$ cat src/hw/rtl/mct_pkg.sv
`timescale 1ns / 1ps

package mct_pkg;

  localparam int unsigned SlotsDefault = 16;
  localparam int unsigned IdW          = 5;

  typedef enum logic [1:0] {
    KIND_ADD_OK   = 2'd0,
    KIND_ADD_FULL = 2'd1,
    KIND_FIRED    = 2'd2,
    KIND_TICK_END = 2'd3
  } kind_e;

  typedef enum logic [1:0] {
    MODE_TICK_ONCE = 2'd0,
    MODE_TICK_REP  = 2'd1,
    MODE_MS_ONCE   = 2'd2,
    MODE_MS_REP    = 2'd3
  } mode_e;

  localparam logic CMD_TICK = 1'b0;
  localparam logic CMD_ADD  = 1'b1;

  typedef struct packed {
    logic        cmd;
    logic [31:0] now_ms;
    logic [1:0]  mode;
    logic [31:0] period;
  } in_t;

  typedef struct packed {
    logic [1:0]     kind;
    logic [IdW-1:0] event_id;
    logic [31:0]    elapsed_ms;
    logic [63:0]    tick_total;
    logic           last;
  } out_t;

  // one slot as kept in the slot memory
  typedef struct packed {
    logic [1:0]  mode;
    logic        done;
    logic [31:0] countdown;
    logic [31:0] reload;
  } slot_t;

  // controller -> datapath
  typedef struct packed {
    logic load;
    logic add;
    logic stamp;
    logic walk;
    logic finish;
  } ctl_t;

  // datapath -> controller
  typedef struct packed {
    logic walk_last;
  } sts_t;

endpackage

$ cat src/hw/rtl/mct_ctrl.sv
`timescale 1ns / 1ps

module mct_ctrl (
  input  logic          clk_i,
  input  logic          rst_ni,
  input  logic          start_i,
  input  logic          cmd_add_i,
  input  mct_pkg::sts_t sts_i,
  output mct_pkg::ctl_t ctl_o,
  output logic          busy_o
);

  localparam logic [2:0] ST_IDLE  = 3'd0;
  localparam logic [2:0] ST_ADD   = 3'd1;
  localparam logic [2:0] ST_STAMP = 3'd2;
  localparam logic [2:0] ST_WALK  = 3'd3;
  localparam logic [2:0] ST_DRAIN = 3'd4;
  localparam logic [2:0] ST_DONE  = 3'd5;

  logic [2:0] state_q, state_d;

  always_comb begin
    state_d = state_q;
    ctl_o   = '0;
    case (state_q)
      ST_IDLE: begin
        if (start_i) begin
          ctl_o.load = 1'b1;
          state_d    = (cmd_add_i == mct_pkg::CMD_ADD) ? ST_ADD : ST_STAMP;
        end
      end
      ST_ADD: begin
        ctl_o.add = 1'b1;
        state_d   = ST_IDLE;
      end
      ST_STAMP: begin
        ctl_o.stamp = 1'b1;
        state_d     = ST_WALK;
      end
      ST_WALK: begin
        ctl_o.walk = 1'b1;
        if (sts_i.walk_last) begin
          state_d = ST_DRAIN;
        end
      end
      ST_DRAIN: begin
        state_d = ST_DONE;
      end
      ST_DONE: begin
        ctl_o.finish = 1'b1;
        state_d      = ST_IDLE;
      end
      default: begin
        state_d = ST_IDLE;
      end
    endcase
  end

  always_ff @(posedge clk_i or negedge rst_ni) begin
    if (!rst_ni) begin
      state_q <= ST_IDLE;
    end else begin
      state_q <= state_d;
    end
  end

  assign busy_o = (state_q != ST_IDLE);

endmodule

$ cat src/hw/rtl/mct_dp.sv
`timescale 1ns / 1ps

module mct_dp #(
  parameter int unsigned SLOTS = mct_pkg::SlotsDefault
) (
  input  logic           clk_i,
  input  logic           rst_ni,
  input  mct_pkg::in_t   cmd_i,
  input  logic           cfg_valid_i,
  input  logic           cfg_data_i,
  input  mct_pkg::ctl_t  ctl_i,
  output mct_pkg::sts_t  sts_o,
  output logic           result_valid_o,
  output mct_pkg::out_t  result_o
);

  localparam int unsigned IDX_W = (SLOTS > 1) ? $clog2(SLOTS) : 1;
  localparam int unsigned CNT_W = $clog2(SLOTS + 1);
  localparam int unsigned IDF_W = (CNT_W + 1 > mct_pkg::IdW) ? CNT_W + 1 : mct_pkg::IdW;

  mct_pkg::slot_t mem [SLOTS];

  mct_pkg::in_t   in_q;
  logic           en_q;
  logic [CNT_W-1:0] used_q;
  logic [31:0]    prev_q;
  logic [63:0]    cnt_q;
  logic [31:0]    elapsed_q;
  logic [IDX_W-1:0] idx_q;
  logic           proc_v_q;
  logic [IDX_W-1:0] proc_idx_q;
  mct_pkg::slot_t rd_q;
  logic           out_v_q, out_v_d;
  mct_pkg::out_t  out_q, out_d;

  logic           full;
  logic           active;
  logic           is_ms;
  logic           expired;
  logic           fire;
  mct_pkg::slot_t upd;
  logic           wr_en;
  logic [IDX_W-1:0] wr_addr;
  mct_pkg::slot_t wr_data;
  logic [IDF_W-1:0] add_id, fire_id;
  logic [63:0]    cnt_inc;

  assign full   = (used_q == CNT_W'(SLOTS));
  assign sts_o.walk_last = (idx_q == IDX_W'(SLOTS - 1));
  assign cnt_inc = cnt_q + 64'd1;

  // slot update for the entry read last cycle
  always_comb begin
    active  = proc_v_q && (CNT_W'(proc_idx_q) < used_q) && !rd_q.done;
    is_ms   = rd_q.mode[1];
    upd     = rd_q;
    expired = is_ms ? (rd_q.countdown <= elapsed_q) : (rd_q.countdown <= 32'd1);
    if (!expired) begin
      upd.countdown = is_ms ? (rd_q.countdown - elapsed_q) : (rd_q.countdown - 32'd1);
    end else if (rd_q.mode[0]) begin
      upd.countdown = rd_q.reload;
    end else begin
      upd.done = 1'b1;
      if (is_ms) begin
        upd.countdown = 32'd0;
      end
    end
    fire = active && expired;
  end

  always_comb begin
    wr_en   = 1'b0;
    wr_addr = proc_idx_q;
    wr_data = upd;
    if (ctl_i.add) begin
      wr_en             = !full;
      wr_addr           = used_q[IDX_W-1:0];
      wr_data.mode      = in_q.mode;
      wr_data.done      = 1'b0;
      wr_data.countdown = in_q.period;
      wr_data.reload    = in_q.period;
    end else if (active) begin
      wr_en = 1'b1;
    end
  end

  always_ff @(posedge clk_i) begin
    if (wr_en) begin
      mem[wr_addr] <= wr_data;
    end
    if (ctl_i.walk) begin
      rd_q <= mem[idx_q];
    end
  end

  always_ff @(posedge clk_i) begin
    if (ctl_i.load) begin
      in_q <= cmd_i;
    end
    out_q <= out_d;
  end

  assign add_id  = IDF_W'(used_q) + IDF_W'(1);
  assign fire_id = IDF_W'(proc_idx_q) + IDF_W'(1);

  always_comb begin
    out_v_d             = 1'b0;
    out_d.kind          = mct_pkg::KIND_TICK_END;
    out_d.event_id      = '0;
    out_d.elapsed_ms    = elapsed_q;
    out_d.tick_total    = cnt_q;
    out_d.last          = 1'b1;
    if (ctl_i.add) begin
      out_v_d = 1'b1;
      if (full) begin
        out_d.kind = mct_pkg::KIND_ADD_FULL;
      end else begin
        out_d.kind     = mct_pkg::KIND_ADD_OK;
        out_d.event_id = add_id[mct_pkg::IdW-1:0];
      end
    end else if (fire && en_q) begin
      out_v_d        = 1'b1;
      out_d.kind     = mct_pkg::KIND_FIRED;
      out_d.event_id = fire_id[mct_pkg::IdW-1:0];
      out_d.last     = 1'b0;
    end else if (ctl_i.finish) begin
      out_v_d = 1'b1;
    end
  end

  always_ff @(posedge clk_i or negedge rst_ni) begin
    if (!rst_ni) begin
      en_q       <= 1'b0;
      used_q     <= '0;
      prev_q     <= '0;
      cnt_q      <= '0;
      elapsed_q  <= '0;
      idx_q      <= '0;
      proc_v_q   <= 1'b0;
      proc_idx_q <= '0;
      out_v_q    <= 1'b0;
    end else begin
      out_v_q  <= out_v_d;
      proc_v_q <= ctl_i.walk;
      if (cfg_valid_i) begin
        en_q <= cfg_data_i;
      end
      if (ctl_i.add && !full) begin
        used_q <= used_q + CNT_W'(1);
      end
      if (ctl_i.stamp) begin
        cnt_q     <= cnt_inc;
        prev_q    <= in_q.now_ms;
        elapsed_q <= (cnt_q == 64'd0) ? 32'd0 : (in_q.now_ms - prev_q);
        idx_q     <= '0;
      end
      if (ctl_i.walk) begin
        proc_idx_q <= idx_q;
        if (!sts_o.walk_last) begin
          idx_q <= idx_q + IDX_W'(1);
        end
      end
    end
  end

  assign result_valid_o = out_v_q;
  assign result_o       = out_q;

  a_used_bound: assert property (@(posedge clk_i) disable iff (!rst_ni)
    used_q <= CNT_W'(SLOTS))
    else $error("slot count beyond table size");

  a_add_walk_excl: assert property (@(posedge clk_i) disable iff (!rst_ni)
    !(ctl_i.add && (ctl_i.walk || proc_v_q)))
    else $error("add overlaps slot walk");

  a_proc_follows_walk: assert property (@(posedge clk_i) disable iff (!rst_ni)
    proc_v_q |-> $past(ctl_i.walk))
    else $error("slot processed without a read");

  a_gap_after_last: assert property (@(posedge clk_i) disable iff (!rst_ni)
    (out_v_q && out_q.last) |=> !out_v_q)
    else $error("beat directly after final beat");

endmodule

$ cat src/hw/rtl/multi_slot_countdown_event_timer.sv
`timescale 1ns / 1ps

// Bank of SLOTS countdown timers, one-shot or recurring, in ticks or ms.
// Command channel: cmd_i is taken at a clock edge with start high and busy low.
//   An add claims the next slot; a tick carries a millisecond timestamp.
// Result channel: result_o is valid for one cycle while result_valid_o is
//   high; the receiver cannot stall it. result_o.last marks the final beat
//   of a command.
// Config channel: cfg_data_i sets the report enable when cfg_valid_i is high;
//   cfg_ready_o is always high. Write it only while the block is idle.
// Add: one beat, registered from the add state; the next command is taken at
//   the edge that takes that beat.
// Tick: a timestamp step, then one slot per cycle through a slot memory
//   with one read and one write port, a drain step for the read pipe and a
//   completion step. Fired-event beats come out in slot order.
// Reset empties the table and clears the tick counter, time base and enable;
// no clearing pass is needed and a command is taken at the first edge after
// reset.
module multi_slot_countdown_event_timer #(
  parameter int unsigned SLOTS = mct_pkg::SlotsDefault
) (
  input  logic          clk_i,
  input  logic          rst_ni,
  input  logic          start,
  output logic          busy,
  input  mct_pkg::in_t  cmd_i,
  output logic          result_valid_o,
  output mct_pkg::out_t result_o,
  input  logic          cfg_valid_i,
  output logic          cfg_ready_o,
  input  logic          cfg_data_i
);

  mct_pkg::ctl_t ctl;
  mct_pkg::sts_t sts;

  assign cfg_ready_o = 1'b1;

  mct_ctrl u_ctrl (
    .clk_i     (clk_i),
    .rst_ni    (rst_ni),
    .start_i   (start),
    .cmd_add_i (cmd_i.cmd),
    .sts_i     (sts),
    .ctl_o     (ctl),
    .busy_o    (busy)
  );

  mct_dp #(
    .SLOTS (SLOTS)
  ) u_dp (
    .clk_i          (clk_i),
    .rst_ni         (rst_ni),
    .cmd_i          (cmd_i),
    .cfg_valid_i    (cfg_valid_i),
    .cfg_data_i     (cfg_data_i),
    .ctl_i          (ctl),
    .sts_o          (sts),
    .result_valid_o (result_valid_o),
    .result_o       (result_o)
  );

endmodule

$ cat config.mk
export PLATFORM = sky130hd
export DESIGN_NAME = multi_slot_countdown_event_timer
export DESIGN_NICKNAME = d
export VERILOG_FILES = /design/src/hw/rtl/mct_pkg.sv /design/src/hw/rtl/mct_ctrl.sv /design/src/hw/rtl/mct_dp.sv /design/src/hw/rtl/multi_slot_countdown_event_timer.sv
export SDC_FILE = /design/constraint.sdc
export NUM_CORES = 2
export LEC_CHECK = 0
export ABC_AREA = 1
export BUFFER_PORTS_ARGS = -buffer_cell sky130_fd_sc_hd__buf_2
export CAP_MARGIN = 20
export CELL_PAD_IN_SITES_DETAIL_PLACEMENT = 0
export CELL_PAD_IN_SITES_GLOBAL_PLACEMENT = 2
export CORE_ASPECT_RATIO = 1.2
export CORE_UTILIZATION = 46
export CTS_CLUSTER_DIAMETER = 60
export DETAILED_ROUTE_END_ITERATION = 7
export GPL_TIMING_DRIVEN = 0
export PLACE_DENSITY = 0.84
export SETUP_SLACK_MARGIN = 0.1
export SLEW_MARGIN = 20
export SYNTH_ARGS = -nofsm -noshare
export SYNTH_HDL_FRONTEND = slang
export SYNTH_SLANG_ARGS = --single-unit
$ cat constraint.sdc
create_clock -name clk_i -period 21.6 [get_ports clk_i]
set_clock_uncertainty 0.1 [all_clocks]
set_input_delay 4.32 -clock clk_i [delete_from_list [all_inputs] [get_ports clk_i]]
set_output_delay 4.32 -clock clk_i [all_outputs]
set_load 0.01 [all_outputs]
==> flow_summary.json <==
{
  "die-area_um2": 135300,
  "gr-usage-met1_pct": 38.74,
  "htreeDepth": 4,
  "crit_required_ps": 17180,
  "ys_seq_area_share_pct": 68.11,
  "end_kind": "output pin",
  "start_kind": "flip-flop",
  "synth_top_area_share_pct": 58.76,
  "hp-class": "flip-flop to flip-flop",
  "postRouteAntennaNets": 0,
  "powerDensity_nw_per_um2": 151.7,
  "clock_latency_ps": 800,
  "dr.pass1.iters": 8,
  "core_area_um2": 132400,
  "setup-violations-final": 0,
  "drt_iter0_markers": 4375,
  "postCtsHoldBufs": 0,
  "grt_pass1_wl_um": 303100,
  "final_cell_mix": "edfxtp_1 (1,205), nand2_1 (944), nor2_1 (755)",
  "grt_max_degree": 78,
  "syn_inst": 5554,
  "drc_errors": 0,
  "fillers": 11770,
  "ir_drop_v": 0.00008855,
  "critPathKind": "flip-flop to output pin",
  "routedWlPerCell_um": 26.91,
  "clockBufferDepth": 3,
  "gp_congestion": 0.9587,
  "tritoncts": "yes",
  "grt_util_met3_pct": 5.096,
  "busiest_layer": "met2",
  "syn_nets": 5702,
  "yosys-top-cells-area": "edfxtp_1 (59%), dfrtp_1 (6.0%), o21ai_0 (5.9%)",
  "synth-edff-count": 1205,
  "place.detailed.hpwl_um": 158200,
  "ff_latch_area_um2": 41950,
  "drive_above_1_share_pct": 10.19,
  "num_vias": 44800,
  "rsz0062_at_grt": "false",
  "async_flop_share_pct": 10.10,
  "fmax_mhz": 159.4,
  "cp.arrival_ps": 1860,
  "cts_sinks": 1456,
  "portBuffers": 177,
  "die_x_um": 336.0,
  "ys.warnings.count": 0,
  "synthFlopType": "edfxtp_1",
  "synth.distinct_cells": 52,
  "syn_area_per_cell_um2": 11.09,
  "die_y_um": 402.8,
  "grt.overflow.total": 0,
  "fin_setup_tns_ps": 0,
  "layout.nets": 6123,
  "synth_area_um2": 61580,
  "final_common_cell": "edfxtp_1",
  "worst_slew_pin_slew_ps": 1067,
  "status": "finished, final reports clean",
  "slew_headroom_pct": 28.09,
  "syn_to_final_growth_pct": 15.51,
  "power.total_mw": 10.79,
  "postCtsSetupBuffers": 0,
  "io_pins": 179,
  "track_usage_pct": 31.37,
  "antenna_found_initial": 5,
  "yosysTopAreaCell": "edfxtp_1",
  "wl_um": 211900,
  "total_leakage_power_nw": 26.46,
  "cts_resized": 0,
  "min_period_ps": 6275,
  "ys_ff_latch": 1456,
  "post-route-period-util_pct": 29.05,
  "post_drt_via_cell_ratio": 5.688,
  "cts_buffers": 149,
  "multi_input_comb_area_um2": 17250,
  "use_met2_pct": 52.88,
  "path_clk_slew_ps": 60,
  "rows": 146,
  "start_util_pct": 46.50,
  "hold_viol_final": 0,
  "maxCapViolations": 0,
  "grt_pass1_vias": 44120,
  "finalMaxSlewViolations": 0,
  "path_max_fanout": 5,
  "root_buffer": "clkbuf_16"
}
-- synthesized netlist by cell type (46+ instances only) --
cell type / instances
dfxtp_1: 104
a21oi_1: 83
nand3_1: 289
dfrtp_1: 147
nor2_1: 769
o22ai_1: 171
o221ai_1: 103
inv_1: 359
ha_1: 74
xor2_1: 65
nand2_1: 944
buf_2: 46
edfxtp_1: 1205
clkbuf_1: 199
o21ai_0: 727
-- kinds of logic (layout without fill, tap and decap cells) --
kind of cell | count (synthesis) | after routing | share of synthesized area (%)
other | 1 | 4 | 0.006089
muxes | 1 | 1 | 0.01828
xor gates and xnor gates | 87 | 87 | 1.237
AOI/OAI and AO/OA | 1135 | 1135 | 10.41
adders and majority gates | 76 | 76 | 1.569
buffers and inverters | 638 | 1181 | 4.098
DFF | 1456 | 1456 | 68.11
and+or+nand+nor | 2160 | 2160 | 14.55
-- final timing paths --
path,startpoint,to,slack (ps),depth (start not counted)
max,u_ctrl.state_q[1],busy,15320,5
min,u_dp.elapsed_q[1],u_dp.result_o[66],280,0
max reg2reg,u_dp.rd_q[32],u_dp.mem[9][56],17210,18
min reg2reg,u_dp.elapsed_q[1],u_dp.result_o[66],280,0
max in group asynchronous,rst_ni,u_dp.elapsed_q[26],17100,2
min in group asynchronous,rst_ni,u_dp.cnt_q[12],3430,1
-- sequential cells by signal, indices dropped and copies added (netlist names) --
signal and flops:
u_ctrl.state_q 3, u_dp.cnt_q 64, u_dp.elapsed_q 32, u_dp.en_q 1
u_dp.idx_q 4, u_dp.in_q 66, u_dp.is_ms 1, u_dp.mem 1072
u_dp.prev_q 32, u_dp.proc_idx_q 4, u_dp.proc_v_q 1, u_dp.rd_q 66
u_dp.result_o 104, u_dp.result_valid_o 1, u_dp.used_q 5
-- power breakdown --
group | internal, mW | switching, mW | total [mW]
Clock | 1.44 | 1.10 | 2.54
Combinational | 0.972 | 3.07 | 4.04
Sequential | 3.99 | 0.222 | 4.21
Total | 6.40 | 4.39 | 10.8
-- routing by layer --
layer / vias to the layer above / part of all wire, %
met3: 446 / 6.8
li1: 20480 / -
met1: 22030 / 39
met5: - / 0.021
met4: 6 / 5.5
met2: 1838 / 49
-- metrics by stage --
step / instance area (um^2) / utilization, % / std cells / setup WS [ps] / hold slack, ps
6_report: 71130 / 53.71 / 7876 / 15320 / 277.1
5_1_grt: 71130 / 53.71 / 7874 / 15190 / 290.0
4_1_cts: 71120 / 53.70 / 7872 / 15280 / 279.6
3_5_place_dp: 66350 / 50.10 / 7599 / 15820 / 268.7
3_3_place_gp: 64690 / 48.84 / 7507 / 9642 / 256.4
2_1_floorplan: 61580 / - / 5554 / 13900 / 247.2
-- cell type report --
type                       count  area share (%)
inverter                     369           1.947
timing repair buffer         270           3.381
multi-input combinational   3460           24.25
antenna                        3         0.01055
clock inverter                81          0.9639
clock buffer                 192           5.748
tap                         1776           3.124
sequential                  1456           58.97
buffer                       269           1.609
-- worst max-delay path: stages, from the launching register on --
cell,delay (ps)
dfrtp_1,440
nor2_1,140
inv_1,70
nor2_1,120
inv_1,120
buf_2,170
No activity file was read; power rests on OpenSTA's default activity.
